===== src/sv/etu_pkg.sv =====
// ----------------------------------------------------------------------------
// etu_pkg
// Shared widths, types and the fixed prime table for the totient unit.
// ----------------------------------------------------------------------------
package etu_pkg;

   localparam int N_W         = 20;
   localparam int TDATA_W     = ((N_W + 7) / 8) * 8;
   localparam int PRIME_LIMIT = 1000;
   localparam int PRIME_COUNT = 168;
   localparam int PRIME_W     = $clog2(PRIME_LIMIT);
   localparam int IDX_W       = $clog2(PRIME_COUNT);
   localparam int CNT_W       = $clog2(PRIME_COUNT + 1);
   localparam int DIV_CNT_W   = $clog2(N_W);

   typedef struct packed {
      logic           start;
      logic [N_W-1:0] dividend;
      logic [N_W-1:0] divisor;
   } div_ctl_type;

   typedef struct packed {
      logic           done;
      logic [N_W-1:0] quot;
      logic [N_W-1:0] rem;
   } div_sts_type;

   localparam logic [PRIME_W-1:0] PRIME_TAB [PRIME_COUNT] = '{
      10'd2,   10'd3,   10'd5,   10'd7,   10'd11,  10'd13,  10'd17,  10'd19,
      10'd23,  10'd29,  10'd31,  10'd37,  10'd41,  10'd43,  10'd47,  10'd53,
      10'd59,  10'd61,  10'd67,  10'd71,  10'd73,  10'd79,  10'd83,  10'd89,
      10'd97,  10'd101, 10'd103, 10'd107, 10'd109, 10'd113, 10'd127, 10'd131,
      10'd137, 10'd139, 10'd149, 10'd151, 10'd157, 10'd163, 10'd167, 10'd173,
      10'd179, 10'd181, 10'd191, 10'd193, 10'd197, 10'd199, 10'd211, 10'd223,
      10'd227, 10'd229, 10'd233, 10'd239, 10'd241, 10'd251, 10'd257, 10'd263,
      10'd269, 10'd271, 10'd277, 10'd281, 10'd283, 10'd293, 10'd307, 10'd311,
      10'd313, 10'd317, 10'd331, 10'd337, 10'd347, 10'd349, 10'd353, 10'd359,
      10'd367, 10'd373, 10'd379, 10'd383, 10'd389, 10'd397, 10'd401, 10'd409,
      10'd419, 10'd421, 10'd431, 10'd433, 10'd439, 10'd443, 10'd449, 10'd457,
      10'd461, 10'd463, 10'd467, 10'd479, 10'd487, 10'd491, 10'd499, 10'd503,
      10'd509, 10'd521, 10'd523, 10'd541, 10'd547, 10'd557, 10'd563, 10'd569,
      10'd571, 10'd577, 10'd587, 10'd593, 10'd599, 10'd601, 10'd607, 10'd613,
      10'd617, 10'd619, 10'd631, 10'd641, 10'd643, 10'd647, 10'd653, 10'd659,
      10'd661, 10'd673, 10'd677, 10'd683, 10'd691, 10'd701, 10'd709, 10'd719,
      10'd727, 10'd733, 10'd739, 10'd743, 10'd751, 10'd757, 10'd761, 10'd769,
      10'd773, 10'd787, 10'd797, 10'd809, 10'd811, 10'd821, 10'd823, 10'd827,
      10'd829, 10'd839, 10'd853, 10'd857, 10'd859, 10'd863, 10'd877, 10'd881,
      10'd883, 10'd887, 10'd907, 10'd911, 10'd919, 10'd929, 10'd937, 10'd941,
      10'd947, 10'd953, 10'd967, 10'd971, 10'd977, 10'd983, 10'd991, 10'd997
   };

endpackage


===== src/sv/etu_div.sv =====
// ----------------------------------------------------------------------------
// etu_div
// Restoring divider, one quotient bit per cycle, quotient and remainder out.
// ----------------------------------------------------------------------------
module etu_div (
   input  logic                 clock,
   input  logic                 reset,
   input  etu_pkg::div_ctl_type div_ctl,
   output etu_pkg::div_sts_type div_sts
);
   import etu_pkg::*;

   logic                 busy_ff, busy_in;
   logic                 done_ff, done_in;
   logic [DIV_CNT_W-1:0] cnt_ff, cnt_in;
   logic [N_W-1:0]       quo_ff, quo_in;
   logic [N_W-1:0]       rem_ff, rem_in;
   logic [N_W-1:0]       dsr_ff, dsr_in;
   logic [N_W:0]         trial;
   logic [N_W:0]         diff;

   assign trial = {rem_ff, quo_ff[N_W-1]};
   assign diff  = trial - {1'b0, dsr_ff};

   always_comb begin
      busy_in = busy_ff;
      done_in = 1'b0;
      cnt_in  = cnt_ff;
      quo_in  = quo_ff;
      rem_in  = rem_ff;
      dsr_in  = dsr_ff;
      if (busy_ff) begin
         if (diff[N_W]) begin
            rem_in = trial[N_W-1:0];
            quo_in = {quo_ff[N_W-2:0], 1'b0};
         end else begin
            rem_in = diff[N_W-1:0];
            quo_in = {quo_ff[N_W-2:0], 1'b1};
         end
         cnt_in = cnt_ff + 1'b1;
         if (cnt_ff == DIV_CNT_W'(N_W - 1)) begin
            busy_in = 1'b0;
            done_in = 1'b1;
         end
      end else if (div_ctl.start) begin
         busy_in = 1'b1;
         cnt_in  = '0;
         quo_in  = div_ctl.dividend;
         rem_in  = '0;
         dsr_in  = div_ctl.divisor;
      end
   end

   always_ff @(posedge clock) begin
      if (reset) begin
         busy_ff <= 1'b0;
         done_ff <= 1'b0;
         cnt_ff  <= '0;
      end else begin
         busy_ff <= busy_in;
         done_ff <= done_in;
         cnt_ff  <= cnt_in;
      end
      quo_ff <= quo_in;
      rem_ff <= rem_in;
      dsr_ff <= dsr_in;
   end

   assign div_sts.done = done_ff;
   assign div_sts.quot = quo_ff;
   assign div_sts.rem  = rem_ff;

endmodule


===== src/sv/euler_totient_unit.sv =====
// ----------------------------------------------------------------------------
// euler_totient_unit
// Euler totient of a 20-bit integer by trial division over the primes to 997.
// ----------------------------------------------------------------------------
// One item at a time: n is tried against the 168 table primes in order, each
// try being one pass of the shared restoring divider; each prime factor found
// adds a pass to scale the running totient and a pass that finds no further
// power, each further power of it adds one pass, and a leftover factor adds
// one more; the search stops early once the remaining cofactor reaches 1.
// req_tready is high only while no item is in work; a finished result waits
// in the output register without blocking the next item. n = 0 gives 0, and
// a cofactor left above 1 after the table is taken as a prime.
module euler_totient_unit (
   input  logic        clock,
   input  logic        reset,
   input  logic        req_tvalid,
   output logic        req_tready,
   input  logic [23:0] req_tdata,   // [19:0] n_value, [23:20] zero
   output logic        rsp_tvalid,
   input  logic        rsp_tready,
   output logic [23:0] rsp_tdata    // [19:0] totient, [23:20] zero
);
   import etu_pkg::*;

   localparam logic [2:0] S_IDLE  = 3'd0;
   localparam logic [2:0] S_CHECK = 3'd1;
   localparam logic [2:0] S_DIVM  = 3'd2;
   localparam logic [2:0] S_DIVR  = 3'd3;
   localparam logic [2:0] S_DIVX  = 3'd4;
   localparam logic [2:0] S_FINAL = 3'd5;
   localparam logic [2:0] S_DIVF  = 3'd6;
   localparam logic [2:0] S_DONE  = 3'd7;

   logic [2:0]       state_ff, state_in;
   logic [CNT_W-1:0] idx_ff, idx_in;
   logic [N_W-1:0]   m_ff, m_in;
   logic [N_W-1:0]   r_ff, r_in;
   logic [N_W-1:0]   d_ff, d_in;
   logic             rsp_valid_ff, rsp_valid_in;
   logic [N_W-1:0]   rsp_data_ff, rsp_data_in;

   div_ctl_type      div_ctl;
   div_sts_type      div_sts;
   logic [N_W-1:0]   n_value;
   logic [N_W-1:0]   prime;
   logic [N_W-1:0]   dm1;
   logic [2*N_W-1:0] prod;
   logic             req_fire;

   etu_div u_div (
      .clock   (clock),
      .reset   (reset),
      .div_ctl (div_ctl),
      .div_sts (div_sts)
   );

   assign n_value    = req_tdata[N_W-1:0];
   assign req_tready = (state_ff == S_IDLE);
   assign req_fire   = req_tvalid && req_tready;
   assign prime      = N_W'(PRIME_TAB[idx_ff[IDX_W-1:0]]);
   assign dm1        = d_ff - N_W'(1);
   assign prod       = {{N_W{1'b0}}, div_sts.quot} * {{N_W{1'b0}}, dm1};

   always_comb begin
      state_in         = state_ff;
      idx_in           = idx_ff;
      m_in             = m_ff;
      r_in             = r_ff;
      d_in             = d_ff;
      rsp_valid_in     = rsp_valid_ff && !rsp_tready;
      rsp_data_in      = rsp_data_ff;
      div_ctl.start    = 1'b0;
      div_ctl.dividend = m_ff;
      div_ctl.divisor  = d_ff;
      case (state_ff)
         S_IDLE: begin
            if (req_fire) begin
               m_in   = n_value;
               r_in   = n_value;
               idx_in = '0;
               state_in = (n_value == '0) ? S_DONE : S_CHECK;
            end
         end
         S_CHECK: begin
            if (m_ff == N_W'(1) || idx_ff == CNT_W'(PRIME_COUNT)) begin
               state_in = S_FINAL;
            end else begin
               d_in             = prime;
               div_ctl.start    = 1'b1;
               div_ctl.dividend = m_ff;
               div_ctl.divisor  = prime;
               state_in         = S_DIVM;
            end
         end
         S_DIVM: begin
            if (div_sts.done) begin
               if (div_sts.rem == '0) begin
                  m_in             = div_sts.quot;
                  div_ctl.start    = 1'b1;
                  div_ctl.dividend = r_ff;
                  state_in         = S_DIVR;
               end else begin
                  idx_in   = idx_ff + 1'b1;
                  state_in = S_CHECK;
               end
            end
         end
         S_DIVR: begin
            if (div_sts.done) begin
               r_in             = prod[N_W-1:0];
               div_ctl.start    = 1'b1;
               div_ctl.dividend = m_ff;
               state_in         = S_DIVX;
            end
         end
         S_DIVX: begin
            if (div_sts.done) begin
               if (div_sts.rem == '0) begin
                  m_in             = div_sts.quot;
                  div_ctl.start    = 1'b1;
                  div_ctl.dividend = div_sts.quot;
               end else begin
                  idx_in   = idx_ff + 1'b1;
                  state_in = S_CHECK;
               end
            end
         end
         S_FINAL: begin
            if (m_ff > N_W'(1)) begin
               d_in             = m_ff;
               div_ctl.start    = 1'b1;
               div_ctl.dividend = r_ff;
               div_ctl.divisor  = m_ff;
               state_in         = S_DIVF;
            end else begin
               state_in = S_DONE;
            end
         end
         S_DIVF: begin
            if (div_sts.done) begin
               r_in     = prod[N_W-1:0];
               state_in = S_DONE;
            end
         end
         S_DONE: begin
            if (!rsp_valid_ff || rsp_tready) begin
               rsp_valid_in = 1'b1;
               rsp_data_in  = r_ff;
               state_in     = S_IDLE;
            end
         end
         default: begin
            state_in = S_IDLE;
         end
      endcase
   end

   always_ff @(posedge clock) begin
      if (reset) begin
         state_ff     <= S_IDLE;
         idx_ff       <= '0;
         rsp_valid_ff <= 1'b0;
      end else begin
         state_ff     <= state_in;
         idx_ff       <= idx_in;
         rsp_valid_ff <= rsp_valid_in;
      end
      m_ff        <= m_in;
      r_ff        <= r_in;
      d_ff        <= d_in;
      rsp_data_ff <= rsp_data_in;
   end

   assign rsp_tvalid = rsp_valid_ff;
   assign rsp_tdata  = {{(TDATA_W - N_W){1'b0}}, rsp_data_ff};

endmodule


===== config.mk =====
export PLATFORM = sky130hd
export DESIGN_NAME = euler_totient_unit
export DESIGN_NICKNAME = d
export VERILOG_FILES = /design/src/sv/etu_pkg.sv /design/src/sv/etu_div.sv /design/src/sv/euler_totient_unit.sv
export SDC_FILE = /design/constraint.sdc
export NUM_CORES = 1
export LEC_CHECK = 0
export BUFFER_PORTS_ARGS = -buffer_cell sky130_fd_sc_hd__clkbuf_2
export CELL_PAD_IN_SITES_DETAIL_PLACEMENT = 2
export CELL_PAD_IN_SITES_GLOBAL_PLACEMENT = 2
export CORE_MARGIN = 3
export CORE_UTILIZATION = 37
export DETAILED_ROUTE_END_ITERATION = 16
export PLACE_DENSITY = 0.85
export SETUP_SLACK_MARGIN = 0.5
export SLEW_MARGIN = 40
export SYNTH_ARGS = -nofsm -noshare
export SYNTH_HDL_FRONTEND = slang
export SYNTH_HIERARCHICAL = 1
export SYNTH_SLANG_ARGS = --single-unit
export TNS_END_PERCENT = 30

===== constraint.sdc =====
create_clock -name clock -period 8 [get_ports clock]
set_clock_uncertainty 0.2 [all_clocks]
set_input_delay 0.4 -clock clock [delete_from_list [all_inputs] [get_ports clock]]
set_output_delay 0.4 -clock clock [all_outputs]
set_load 0.03 [all_outputs]

==> qor.csv <==
metric;value;unit
fill cell count;4635;
top post-synthesis cells by count;258 x inv_1, 176 x nand2_1, 140 x edfxtp_1;
max-cap viol count;0;
wire length per cell;36.81;um
via count;16800;
ys flop type;edfxtp_1;
hpwl dp;50.78;mm
Worst EP arrival;8.29;ns
via density per instance;6.662;
CTS max path bufs;2;
RSZ-0062 raised after global routing;true;
area of the die;48220;um^2
Crit Reg-Reg Startpoint;d_ff[0];
largest net degree at the start of global routing;66;
failing checks;setup timing;
post-placement cell count;2433;
area leader, netlist;edfxtp_1;
CP Capture Type;register;
die width;219.6;um
Starting Density;37.84;%
DRC viols;0;
top-count cell post-synth;inv_1;
initial antenna violation count;1;
Placement Rows;77;
Max Clock Freq;121.1;MHz
post-synthesis register bit count;159;
minimum clock period;8.258;ns
final hold vios;0;
root buffer cell;clkbuf_16;
Clock Sinks;159;
worst-skew pair later-pin latency;0.48;ns
initial drt markers;2356;
Worst Tran Pin Value;1.016;ns
Top cell by count, worst path;fa_1;
setup slack, reg-to-reg;-0.26;ns
slowest cell on the critical path;fa_1;
end point of the critical path;r_ff[19];
# setup viols final;3;
IO Port Bufs;45;
Antenna Violating Nets Remaining;0;
Placer Congestion;0.8676;
Ports;54;
final-stage net count;2181;
crit path launch;d_ff[0];
Core Region;44610;um^2
Routed WL;92.80;mm
Syn Inst Count;1844;
top cell type's share of synthesized area;24.90;%
Mean Syn Cell Area;9.155;um^2
crit path launch type;register;
clock slew at reported path FFs;0.10;ns
critical path's largest stage delay;0.60;ns
CP Class;reg2reg;
H-tree depth;4;
Die Y;219.6;um
crit-path max FO;7;
Seq/Total Area, Yosys;27.16;%
CTS tree;done;
CTS buffer count;17;
CTS hold repair buffers;0;
status;finished, violations left;
post-route insts no fill;2521;
grt ovf;0;
count of cell types in the netlist;74;
Crit Reg-Reg Endpoint;r_ff[19];
Worst slew margin;31.63;%
drt first pass iters;13;
CP required;8.03;ns
Final period util;103.2;%
dpl ws;-0.3058;ns
FF-to-FF path depth;28;
Area contributors post-synth;edfxtp_1 25%, fa_1 16%, ha_1 7.5%;
worst hold slack;0.1111;ns
final slew viol count;0;
total track usage;33.82;%
area of the mapped netlist;16880;um^2
Post-synth EDFFs;140;
worst min path class;in2reg;
share of layout cells above drive strength 1;18.21;%
area delta synth->final;15.88;%
Final WS setup;-0.2575;ns
synth warn;6;
first-pass GRT wire length;120.7;mm
fraction of registers with async set/reset;0;%
vias in the first global route;17680;
==> sequential cells by signal (all words and copies together), names as in the netlist <==
| name | count |
|---|---|
| state_ff | 3 |
| d_ff | 20 |
| rsp_data_ff | 20 |
| u_div/dsr_ff | 20 |
| u_div/done_ff | 1 |
| m_ff | 20 |
| u_div/cnt_ff | 5 |
| idx_ff | 8 |
| r_ff | 20 |
| u_div/busy_ff | 1 |
| rsp_tvalid | 1 |
| u_div/quo_ff | 20 |
| u_div/rem_ff | 20 |
==> critical path, delay by kind of cell, from the launching register on <==
kind            cells  cell delay (ns)
compound gates      2             0.70
xor+xnor            2             0.33
fa+ha+maj           8             3.63
buf+inv             8             1.08
flops               1             0.51
mux                 1             0.27
simple gates        7             1.27
==> repair_timing <==
action	in CTS	in global routing
pin swaps	29	46
cloned	1	0
setup buffers	30	21
gates resized for setup	53	73
setup endpoints to repair	8	10
==> routing by layer <==
metal / vias up / GRT usage (%) / part of all wire, %
met4: 0 / 20.20 / 11
met2: 1413 / 57.86 / 46
met1: 8367 / 39.73 / 34
met5: - / 0 / 0
met3: 590 / 5.943 / 9.2
li1: 6425 / - / -
==> worst min path at each step <==
stage	from	slack, ns	depth (start not counted)	endpoint
after floorplan	r_ff[10]	0.23	0	rsp_data_ff[10]
after global placement	r_ff[16]	0.24	0	rsp_data_ff[16]
after detailed placement	r_ff[16]	0.25	0	rsp_data_ff[16]
after CTS	rsp_tready	0.07	3	rsp_tvalid
after global routing	req_tdata[2]	0.11	3	r_ff[2]
final	req_tdata[2]	0.11	3	r_ff[2]
==> kinds of logic (layout without fill, tap and decap cells) <==
| group | count (synthesis) | in the layout | synth area share, % |
|---|---|---|---|
| compound gates | 353 | 353 | 13.88 |
| xor+xnor | 78 | 78 | 4.773 |
| fa+ha+maj | 239 | 239 | 23.85 |
| buf+inv | 366 | 446 | 8.427 |
| flops | 159 | 159 | 27.16 |
| mux | 62 | 62 | 4.217 |
| other cells | 1 | 6 | 0.02221 |
| simple gates | 586 | 586 | 17.67 |
==> metrics by stage <==
stage                     util (%)  area, um^2  TNS [ns]
after floorplan                  -       16990         0
after global placement       40.13       17900         0
after detailed placement     40.20       17930   -0.6307
after CTS                    42.64       19020         0
after global routing         43.84       19560   -0.7608
final                        43.85       19560   -0.6283
==> cell usage in the layout, fill, tap and decap left out, types with 48 or more instances in the layout <==
cell | synthesis | final
fa_1 | 138 | 123
nor2_1 | 103 | 98
a21oi_1 | 87 | 82
inv_1 | 258 | 248
edfxtp_1 | 140 | 140
buf_4 | 5 | 96
o21ai_0 | 78 | 68
nor2b_1 | 77 | 74
nand2_1 | 176 | 170
ha_1 | 101 | 91
and2_1 | 52 | 48
==> cell type report <==
type / count / area [um^2] / share of cell area, %
Multi-Input combinational cell: 1322 / 11540 / 58.99
Clock inverter: 15 / 171.4 / 0.8763
Tap cell: 592 / 740.7 / 3.787
Sequential cell: 159 / 4588 / 23.46
Clock buffer: 17 / 425.4 / 2.175
Timing Repair Buffer: 155 / 1120 / 5.725
Inverter: 259 / 972.2 / 4.970
Antenna cell: 2 / 5.005 / 0.02559
Power is left out: the tool's default activity adds up to more than one toggle a clock period on the data nets, which glitch-free logic cannot reach.
